--- config.mk ---
export PLATFORM = sky130hd
export DESIGN_NAME = ppt_cell
export DESIGN_NICKNAME = d
export VERILOG_FILES = /design/src/design/ppt_pkg.sv /design/src/design/ppt_cell.sv
export SDC_FILE = /design/constraint.sdc
export NUM_CORES = 1
export LEC_CHECK = 0
export ABC_AREA = 0
export BUFFER_PORTS_ARGS = -buffer_cell sky130_fd_sc_hd__buf_2
export CORE_MARGIN = 4
export CORE_UTILIZATION = 45
export CTS_CLUSTER_DIAMETER = 200
export DETAILED_ROUTE_END_ITERATION = 10
export GPL_ROUTABILITY_DRIVEN = 0
export PLACE_DENSITY = 0.87
export SETUP_SLACK_MARGIN = 0.3
export SYNTH_ARGS = -nofsm -noshare
export SYNTH_HDL_FRONTEND = slang
export SYNTH_SLANG_ARGS = --single-unit
--- constraint.sdc ---
create_clock -name clk -period 4.5 [get_ports clk]
set_clock_uncertainty 0.2 [all_clocks]
set_input_delay 1.125 -clock clk [delete_from_list [all_inputs] [get_ports clk]]
set_output_delay 1.125 -clock clk [all_outputs]
set_load 0.02 [all_outputs]
--- src/design/ppt_pkg.sv ---
`default_nettype none

package ppt_pkg;

  localparam logic [15:0] IDLE_LEVEL = 16'hFFFF;

  typedef enum logic [1:0] {
    KIND_ADD      = 2'd0,
    KIND_DISPATCH = 2'd1,
    KIND_DONE     = 2'd2
  } kind_t;

  typedef enum logic [2:0] {
    ST_ADDED      = 3'd0,
    ST_FULL       = 3'd1,
    ST_DISPATCHED = 3'd2,
    ST_NONE       = 3'd3,
    ST_FINISHED   = 3'd4,
    ST_UNDERFLOW  = 3'd5,
    ST_OVERFLOW   = 3'd6
  } status_t;

  typedef enum logic [1:0] {
    S_IDLE,
    S_SCAN,
    S_FINISH
  } fsm_t;

  typedef struct packed {
    logic        vld;
    logic [31:0] handle;
    logic [31:0] arg;
    logic [15:0] prio;
  } entry_t;

  typedef struct packed {
    logic shift;
    logic wr;
    logic clr;
  } cell_ctl_t;

endpackage

`default_nettype wire

--- src/design/ppt_cell.sv ---
`default_nettype none

module ppt_cell (
  input  wire logic              clk,
  input  wire logic              rst_n,
  input  wire ppt_pkg::cell_ctl_t ctl,
  input  wire ppt_pkg::entry_t   d,
  input  wire ppt_pkg::entry_t   wr_data,
  output ppt_pkg::entry_t        q
);

  logic        vld_r;
  logic [31:0] handle_r;
  logic [31:0] arg_r;
  logic [15:0] prio_r;

  always_ff @(posedge clk) begin
    if (!rst_n) begin
      vld_r <= 1'b0;
    end else if (ctl.clr) begin
      vld_r <= 1'b0;
    end else if (ctl.wr) begin
      vld_r <= wr_data.vld;
    end else if (ctl.shift) begin
      vld_r <= d.vld;
    end
  end

  always_ff @(posedge clk) begin
    if (ctl.wr) begin
      handle_r <= wr_data.handle;
      arg_r    <= wr_data.arg;
      prio_r   <= wr_data.prio;
    end else if (ctl.shift) begin
      handle_r <= d.handle;
      arg_r    <= d.arg;
      prio_r   <= d.prio;
    end
  end

  assign q.vld    = vld_r;
  assign q.handle = handle_r;
  assign q.arg    = arg_r;
  assign q.prio   = prio_r;

endmodule

`default_nettype wire

* Word level (Yosys, flattened, before mapping)
Cells that the tools add are included.
** Cells by class
- Multiplexer cells :: 8
- Bitwise operators :: 1
- Reductions and logical operators :: 2
** Operators with widths (count)
- $mux W32 :: 4
- $mux W16 :: 2
- $mux W1 :: 2
- $reduce_bool A2 Y1 :: 1
- $reduce_or A2 Y1 :: 1
- $not A1 Y1 :: 1
** Storage, ports and cells
- Flip-flop bits (word level) :: 81
- Output and inout port bits :: 81

* Depth between registers and ports, before layout
Gate-level depths: netlist (run 1).
- Word-level depth :: 2
- Gate-level depth with buffers :: 3

* Worst setup path before layout (run 1)
OpenSTA, ideal clock, no wires.
- Path type :: input port to flip-flop
- Start point :: in ctl[1] (netlist name)
- End point :: reg arg_r[0] (enable)
- Setup time :: 404 ps
- Arrival time :: 2461 ps
- Required time :: 3896 ps
- Slack :: 1435 ps
- Cell stages on the path :: 3
- Path buffers :: 2
- Path through :: buf_6 -> buf_6 -> or2_2
** Between the ends
- Word-level cells in the longest chain between the ends :: 1
** Ends and longest elaborated chain
- start, declared :: RTL line ppt_cell.sv:6 : input wire ppt_pkg::cell_ctl_t ctl,
- $reduce_bool A2 Y1 (no source line)
- end signal, assigned :: RTL line ppt_cell.sv:32 : arg_r <= wr_data.arg;
- end signal, assigned :: RTL line ppt_cell.sv:36 : arg_r <= d.arg;
- end, declared :: RTL line ppt_cell.sv:14 : logic [31:0] arg_r;
Every way passes these cells.
A chain may end at the register's enable or synchronous reset.

* Final worst setup path (run 1)
- Start point :: in ctl[2] (netlist name)
- End point :: reg prio_r[11] (enable)
** Between the ends
- Word-level cells in the longest chain between the ends :: 1
** Ends and longest elaborated chain
- $reduce_bool A2 Y1 (no source line)
- end signal, assigned :: RTL line ppt_cell.sv:33 : prio_r <= wr_data.prio;
- end signal, assigned :: RTL line ppt_cell.sv:37 : prio_r <= d.prio;
- end, declared :: RTL line ppt_cell.sv:15 : logic [15:0] prio_r;
Every way passes these cells.

==> run_summary.xml, run 1 <==
<?xml version="1.0" encoding="UTF-8"?>
<metrics>
  <group name="sta">
    <metric name="setup_ws" unit="ps">2150</metric>
    <metric name="worst_tran_pin_value" unit="ps">1050</metric>
    <metric name="setup_viol_count_final" unit="">0</metric>
    <metric name="final_cycle_share" unit="">0.521</metric>
    <metric name="timing.max_slew.rel_slack" unit="">0.297</metric>
    <metric name="setup_total_negative_slack" unit="ps">0</metric>
    <metric name="final_hold_viol_count" unit="">0</metric>
    <metric name="drv_slew" unit="">0</metric>
    <metric name="final.min_clock_period" unit="ps">2350</metric>
    <metric name="timing.fmax" unit="GHz">0.426</metric>
    <metric name="worst_hold_slack" unit="ps">579</metric>
    <metric name="grt_setup_unrepaired" unit="">false</metric>
  </group>
  <group name="cells_and_area">
    <metric name="design_area" unit="mm^2">0.00519</metric>
    <metric name="instances_no_fill" unit="">534</metric>
    <metric name="post-route-util" unit="">0.658</metric>
    <metric name="drive_gt1_frac" unit="">0.799</metric>
    <metric name="finalNetCount" unit="">594</metric>
    <metric name="n_antenna_cell" unit="">0</metric>
    <metric name="area_delta_synth_final" unit="%">38.6</metric>
  </group>
  <group name="synthesis">
    <metric name="postSynthRegisterBits" unit="">81</metric>
    <metric name="yosys_warnings" unit="">0</metric>
    <metric name="syn_nets" unit="">344</metric>
    <metric name="yosys.cell_count.top_type" unit="">sky130_fd_sc_hd__edfxtp_1</metric>
    <metric name="synthArstFlopShare" unit="">0</metric>
    <metric name="synth.distinct_cells" unit="">12</metric>
    <metric name="netlist_area_before_placement" unit="mm^2">0.00374</metric>
    <metric name="avgSynthCellArea" unit="um^2">21.1</metric>
    <metric name="postSynthCellCount" unit="">177</metric>
    <metric name="netlist.top_cell.by_area" unit="">sky130_fd_sc_hd__edfxtp_1</metric>
    <metric name="synth_enable_flop_cells" unit="">80</metric>
    <metric name="synth_ff_type" unit="">sky130_fd_sc_hd__edfxtp_1</metric>
    <metric name="synthDominantCellAreaShare" unit="">0.642</metric>
    <metric name="synth.cells.most_frequent" unit="">sky130_fd_sc_hd__edfxtp_1 (80), sky130_fd_sc_hd__mux2_4 (69), sky130_fd_sc_hd__mux2_2 (11), sky130_fd_sc_hd__buf_6 (8), sky130_fd_sc_hd__inv_1 (2)</metric>
    <metric name="synth.area.top_cells" unit="">sky130_fd_sc_hd__edfxtp_1 (64%), sky130_fd_sc_hd__mux2_4 (28%), sky130_fd_sc_hd__mux2_2 (3.3%)</metric>
    <metric name="synth-seq-area-share" unit="">0.647</metric>
  </group>
  <group name="detailed_routing">
    <metric name="detail-route-antenna-nets" unit="">0</metric>
    <metric name="wirelength" unit="mm">9.00</metric>
    <metric name="detailedRoute.firstPassIterationCount" unit="">6</metric>
    <metric name="vias" unit="">2482</metric>
    <metric name="first_iter_violations" unit="">43</metric>
    <metric name="viasPerCell" unit="">4.65</metric>
    <metric name="detail_route.wl_per_cell" unit="um">16.9</metric>
    <metric name="drt_drc_violations_left" unit="">0</metric>
  </group>
  <group name="clocking">
    <metric name="deepest_level_of_the_cts_h_tree" unit="">3</metric>
    <metric name="holdBufCountCts" unit="">0</metric>
    <metric name="clkLatencyLatePin" unit="ps">320</metric>
    <metric name="clock_tree.buffer_depth" unit="">2</metric>
    <metric name="cts.repair_timing.setup_buffer_count" unit="">0</metric>
    <metric name="path_clk_slew" unit="ps">70</metric>
    <metric name="cts_inserted_buffers" unit="">9</metric>
    <metric name="root_buffer_selected_by_cts" unit="">sky130_fd_sc_hd__clkbuf_8</metric>
    <metric name="clock_sink_count" unit="">81</metric>
    <metric name="cts_resized" unit="">0</metric>
    <metric name="cts_tree" unit="">done</metric>
  </group>
  <group name="power">
    <metric name="power.leakage" unit="nW">2.52</metric>
    <metric name="powerDensity" unit="mW/mm^2">344</metric>
    <metric name="p_total" unit="mW">1.79</metric>
    <metric name="peak_supply_drop" unit="mV">0.218</metric>
  </group>
  <group name="min_path">
    <metric name="holdPathStages" unit="">2</metric>
    <metric name="worstHoldPathType" unit="">reg -&gt; reg</metric>
  </group>
  <group name="flow_run">
    <metric name="max-cap-violations" unit="">0</metric>
  </group>
  <group name="worst_setup_path">
    <metric name="regToRegSetupSlack" unit="ps">3360</metric>
    <metric name="cp_cell_sequence" unit="">buf_2 -&gt; or2_4</metric>
    <metric name="critical-path-max-stage-delay" unit="ps">800</metric>
    <metric name="crit_arrival" unit="ps">2100</metric>
    <metric name="critPathLaunchType" unit="">input pin</metric>
    <metric name="setup.worst_path.start" unit="">ctl[2]</metric>
    <metric name="worst_path_max_delay_cell" unit="">sky130_fd_sc_hd__or2_4</metric>
    <metric name="worst-path-buf-inv" unit="">1</metric>
    <metric name="reg2reg_depth" unit="">2</metric>
    <metric name="critPathKind" unit="">in -&gt; reg</metric>
    <metric name="worst-endpoint-required" unit="ps">4250</metric>
    <metric name="critPathTopFamily" unit="">simple AND/OR/NAND/NOR gates</metric>
    <metric name="worst_r2r_startpoint" unit="">vld_r$_SDFFE_PP0P_</metric>
    <metric name="critical_path_peak_fanout" unit="">80</metric>
    <metric name="worstReg2RegEnd" unit="">vld_r$_SDFFE_PP0P_</metric>
    <metric name="setup.worst_path.end" unit="">prio_r[11]$_DFFE_PP_</metric>
    <metric name="wp_depth" unit="">2</metric>
    <metric name="cp-end-kind" unit="">register</metric>
  </group>
  <group name="floorplan">
    <metric name="core_region_area" unit="mm^2">0.00789</metric>
    <metric name="initial_core_util" unit="">0.474</metric>
    <metric name="number_of_placed_i_o_pins" unit="">248</metric>
    <metric name="design.die.area" unit="mm^2">0.00984</metric>
    <metric name="die_w" unit="um">99.2</metric>
    <metric name="height_of_the_chip" unit="um">99.2</metric>
    <metric name="core.rowCount" unit="">32</metric>
  </group>
  <group name="grt">
    <metric name="grt_pass1_vias" unit="">2660</metric>
    <metric name="grt_first_pass_wirelength" unit="mm">13.0</metric>
    <metric name="grt_max_degree" unit="">81</metric>
    <metric name="grt_antenna_before_repair" unit="">0</metric>
    <metric name="grt_overflow" unit="">0</metric>
    <metric name="grt.total_usage" unit="">0.173</metric>
  </group>
  <group name="placed_design">
    <metric name="placed_cells_incl_taps" unit="">518</metric>
    <metric name="port_buffers" unit="">247</metric>
    <metric name="detailed_place.area" unit="mm^2">0.00502</metric>
    <metric name="dpl.hpwl" unit="mm">7.21</metric>
    <metric name="place_ws" unit="ps">1800</metric>
  </group>
  <group name="status">
    <metric name="run_status" unit="">finished, final reports clean</metric>
  </group>
</metrics>
worst min path at each step:
| stage | startpoint | to | slack, ps |
|---|---|---|---|
| 6_report | vld_r$_SDFFE_PP0P_ | vld_r$_SDFFE_PP0P_ | 580 |
| 5_1_grt | vld_r$_SDFFE_PP0P_ | vld_r$_SDFFE_PP0P_ | 600 |
| 4_1_cts | vld_r$_SDFFE_PP0P_ | vld_r$_SDFFE_PP0P_ | 580 |
| 3_5_place_dp | vld_r$_SDFFE_PP0P_ | vld_r$_SDFFE_PP0P_ | 570 |
| 3_3_place_gp | vld_r$_SDFFE_PP0P_ | vld_r$_SDFFE_PP0P_ | 530 |
| 2_1_floorplan | vld_r$_SDFFE_PP0P_ | vld_r$_SDFFE_PP0P_ | 440 |
cells by family (layout without fill, tap and decap cells):
logic type | count (synthesis) | count (layout) | synth area share
mux | 81 | 81 | 0.313
flops | 81 | 81 | 0.647
buf+inv | 12 | 267 | 0.0294
simple gates | 2 | 2 | 0.00335
compound gates | 1 | 1 | 0.00736
metal layers:
metal,up-vias,share of wire,global-route usage,routed length [um]
li1,1189,-,-,-
met1,1133,0.32,0.166,2920
met2,149,0.56,0.338,5020
met3,11,0.10,0.0533,901
met4,0,0.017,0.0693,150
met5,-,0,0,0
cell type report:
type,count,area (um^2)
Fill cell,586,2700
Sequential cell,81,2420
Timing Repair Buffer,249,1250
Multi-Input combinational cell,84,1210
Clock buffer,11,131
Tap cell,102,128
Clock inverter,5,32.5
Inverter,2,7.51
where the power goes:
part	total, mW	internal (mW)	switching (mW)	leakage (nW)
combinational	0.398	0.186	0.212	1.62
sequential	0.944	0.924	0.0201	0.823
clock	0.445	0.199	0.246	0.0753
flip-flops by register name (all words and copies together), names as in the netlist:
| name | cells |
|---|---|
| handle_r | 32 |
| prio_r | 16 |
| vld_r | 1 |
| arg_r | 32 |
cells in the final DEF, fill, tap and decap left out:
cell                         count
sky130_fd_sc_hd__buf_2         246
sky130_fd_sc_hd__edfxtp_1       80
sky130_fd_sc_hd__mux2_4         69
sky130_fd_sc_hd__mux2_2         11
sky130_fd_sc_hd__clkbuf_8        9
sky130_fd_sc_hd__clkinvlp_4      3
sky130_fd_sc_hd__buf_4           3
sky130_fd_sc_hd__inv_1           2
sky130_fd_sc_hd__clkbuf_1        2
sky130_fd_sc_hd__clkinv_2        2
sky130_fd_sc_hd__or2_4           1
sky130_fd_sc_hd__mux2i_1         1
sky130_fd_sc_hd__nor2b_1         1
sky130_fd_sc_hd__a2111oi_4       1
sky130_fd_sc_hd__dfxtp_1         1
Power figures use the tool's default switching activity.
==> run 2, diff against run 1 <==
- CORE_UTILIZATION: 45 -> 38
- PLACE_DENSITY: 0.87 -> 0.79
- clock period: 4.5 -> 2.1 ns (I/O delays scaled with it)
==> run_summary.xml, run 2 (synthesis gave the netlist of run 1 again) <==
<?xml version="1.0" encoding="UTF-8"?>
<metrics>
  <group name="floorplan">
    <metric name="design.die.area" unit="mm^2">0.0115</metric>
    <metric name="core_region_area" unit="mm^2">0.00942</metric>
    <metric name="die_w" unit="um">107</metric>
    <metric name="initial_core_util" unit="">0.397</metric>
    <metric name="core.rowCount" unit="">35</metric>
    <metric name="number_of_placed_i_o_pins" unit="">248</metric>
    <metric name="height_of_the_chip" unit="um">107</metric>
  </group>
  <group name="clocking">
    <metric name="holdBufCountCts" unit="">0</metric>
    <metric name="path_clk_slew" unit="ps">80</metric>
    <metric name="cts_tree" unit="">done</metric>
    <metric name="clock_tree.buffer_depth" unit="">2</metric>
    <metric name="cts.repair_timing.setup_buffer_count" unit="">0</metric>
    <metric name="deepest_level_of_the_cts_h_tree" unit="">3</metric>
    <metric name="cts_inserted_buffers" unit="">9</metric>
    <metric name="clock_sink_count" unit="">81</metric>
    <metric name="clkLatencyLatePin" unit="ps">320</metric>
    <metric name="root_buffer_selected_by_cts" unit="">sky130_fd_sc_hd__clkbuf_8</metric>
    <metric name="cts_resized" unit="">0</metric>
  </group>
  <group name="sta">
    <metric name="final_hold_viol_count" unit="">0</metric>
    <metric name="drv_slew" unit="">0</metric>
    <metric name="timing.max_slew.rel_slack" unit="">0.833</metric>
    <metric name="setup_total_negative_slack" unit="ps">0</metric>
    <metric name="grt_setup_unrepaired" unit="">false</metric>
    <metric name="setup_ws" unit="ps">463</metric>
    <metric name="final_cycle_share" unit="">0.779</metric>
    <metric name="worst_tran_pin_value" unit="ps">244</metric>
    <metric name="final.min_clock_period" unit="ps">1640</metric>
    <metric name="setup_viol_count_final" unit="">0</metric>
    <metric name="timing.fmax" unit="GHz">0.611</metric>
  </group>
  <group name="worst_setup_path">
    <metric name="worst-path-buf-inv" unit="">1</metric>
    <metric name="regToRegSetupSlack" unit="ps">1050</metric>
    <metric name="critPathLaunchType" unit="">register</metric>
    <metric name="worstReg2RegEnd" unit="">vld_r$_SDFFE_PP0P_</metric>
    <metric name="worst-endpoint-required" unit="ps">1370</metric>
    <metric name="worst_path_max_delay_cell" unit="">sky130_fd_sc_hd__edfxtp_1</metric>
    <metric name="critical-path-max-stage-delay" unit="ps">400</metric>
    <metric name="cp_cell_sequence" unit="">buf_2</metric>
    <metric name="critical_path_peak_fanout" unit="">1</metric>
    <metric name="worst_r2r_startpoint" unit="">vld_r$_SDFFE_PP0P_</metric>
    <metric name="crit_arrival" unit="ps">910</metric>
    <metric name="cp-end-kind" unit="">output port</metric>
    <metric name="critPathTopFamily" unit="">flip-flops</metric>
    <metric name="critPathKind" unit="">reg -&gt; out</metric>
    <metric name="reg2reg_depth" unit="">2</metric>
  </group>
  <group name="placed_design">
    <metric name="placed_cells_incl_taps" unit="">549</metric>
    <metric name="place_ws" unit="ps">313</metric>
    <metric name="dpl.hpwl" unit="mm">7.29</metric>
    <metric name="port_buffers" unit="">247</metric>
  </group>
  <group name="cells_and_area">
    <metric name="area_delta_synth_final" unit="%">42.3</metric>
    <metric name="drive_gt1_frac" unit="">0.798</metric>
    <metric name="instances_no_fill" unit="">565</metric>
    <metric name="commonest_cells_after_routing_fill_and_taps_aside" unit="">sky130_fd_sc_hd__buf_2 (246), sky130_fd_sc_hd__edfxtp_1 (80), sky130_fd_sc_hd__mux2_4 (69)</metric>
    <metric name="post-route-util" unit="">0.566</metric>
    <metric name="largest_registers" unit="">arg_r (32), handle_r (32), prio_r (16)</metric>
    <metric name="finalNetCount" unit="">598</metric>
    <metric name="mostFrequentLayoutCell" unit="">sky130_fd_sc_hd__buf_2</metric>
    <metric name="n_antenna_cell" unit="">0</metric>
  </group>
  <group name="power">
    <metric name="powerDensity" unit="mW/mm^2">746</metric>
    <metric name="p_total" unit="mW">3.97</metric>
    <metric name="power.leakage" unit="nW">2.56</metric>
    <metric name="peak_supply_drop" unit="mV">0.331</metric>
  </group>
  <group name="detailed_routing">
    <metric name="first_iter_violations" unit="">116</metric>
    <metric name="wirelength" unit="mm">8.95</metric>
    <metric name="vias" unit="">2522</metric>
    <metric name="drt_drc_violations_left" unit="">0</metric>
    <metric name="detail_route.wl_per_cell" unit="um">15.8</metric>
    <metric name="detailedRoute.firstPassIterationCount" unit="">4</metric>
    <metric name="viasPerCell" unit="">4.46</metric>
    <metric name="detail-route-antenna-nets" unit="">0</metric>
  </group>
  <group name="grt">
    <metric name="grt_first_pass_wirelength" unit="mm">13.0</metric>
    <metric name="grt.total_usage" unit="">0.148</metric>
    <metric name="grt_overflow" unit="">0</metric>
    <metric name="grt_pass1_vias" unit="">2687</metric>
    <metric name="grt_antenna_before_repair" unit="">0</metric>
    <metric name="grt_max_degree" unit="">44</metric>
  </group>
  <group name="status">
    <metric name="run_status" unit="">finished, final reports clean</metric>
  </group>
  <group name="min_path">
    <metric name="holdPathStages" unit="">2</metric>
    <metric name="whs_endpoint" unit="">vld_r$_SDFFE_PP0P_</metric>
    <metric name="worstHoldPathType" unit="">in -&gt; reg</metric>
    <metric name="hold_path_startpoint" unit="">ctl[0]</metric>
  </group>
  <group name="flow_run">
    <metric name="max-cap-violations" unit="">0</metric>
  </group>
</metrics>
[run 2: changes by cell type in the layout (fill, tap and decap cells not counted), sizes merged]
cell,previous run,this run
bufinv,0,1
clkinv,2,1
buf,249,253
[run 2: routing by layer]
layer	share of wire	global-route usage	wire [um]	vias up
met5	0	0	0	-
met2	0.52	0.272	4700	150
li1	-	-	-	1196
met1	0.35	0.152	3140	1162
met4	0.015	0.0511	133	0
met3	0.11	0.0566	979	14
[run 2: worst max-delay path by stage]
stage / start / to / slack (ps) / cells after the start
2_1_floorplan: ctl[1] / arg_r[0]$_DFFE_PP_ / 90 / 3
3_3_place_gp: ctl[1] / handle_r[31]$_DFFE_PP_ / 320 / 3
3_5_place_dp: ctl[1] / handle_r[31]$_DFFE_PP_ / 310 / 3
4_1_cts: prio_r[13]$_DFFE_PP_ / q[13] / 410 / 1
5_1_grt: prio_r[13]$_DFFE_PP_ / q[13] / 390 / 1
6_report: prio_r[13]$_DFFE_PP_ / q[13] / 460 / 1
[run 2: layout make-up]
type | count | area (um^2)
clock buffers | 11 | 131
well taps | 129 | 161
clock inverters | 5 | 56.3
fillers | 793 | 4090
flip-flops and latches | 81 | 2420
multi-input cells | 84 | 1210
inverters | 2 | 7.51
repair buffers | 253 | 1330
[run 2: where the power goes]
| group | leakage (nW) | internal [mW] | total, mW | switching (mW) |
|---|---|---|---|---|
| combinational | 1.66 | 0.413 | 0.865 | 0.453 |
| clock | 0.0832 | 0.547 | 1.09 | 0.542 |
| sequential | 0.823 | 1.98 | 2.02 | 0.0419 |
| total | 2.56 | 2.94 | 3.97 | 1.04 |
[run 2: per-stage QoR]
stage          instance area (um^2)  hold slack (ps)
6_report                       5330              198
5_1_grt                        5330              168
4_1_cts                        5330              178
3_5_place_dp                   5140              460
3_3_place_gp                   5140              451
2_1_floorplan                  3760              400
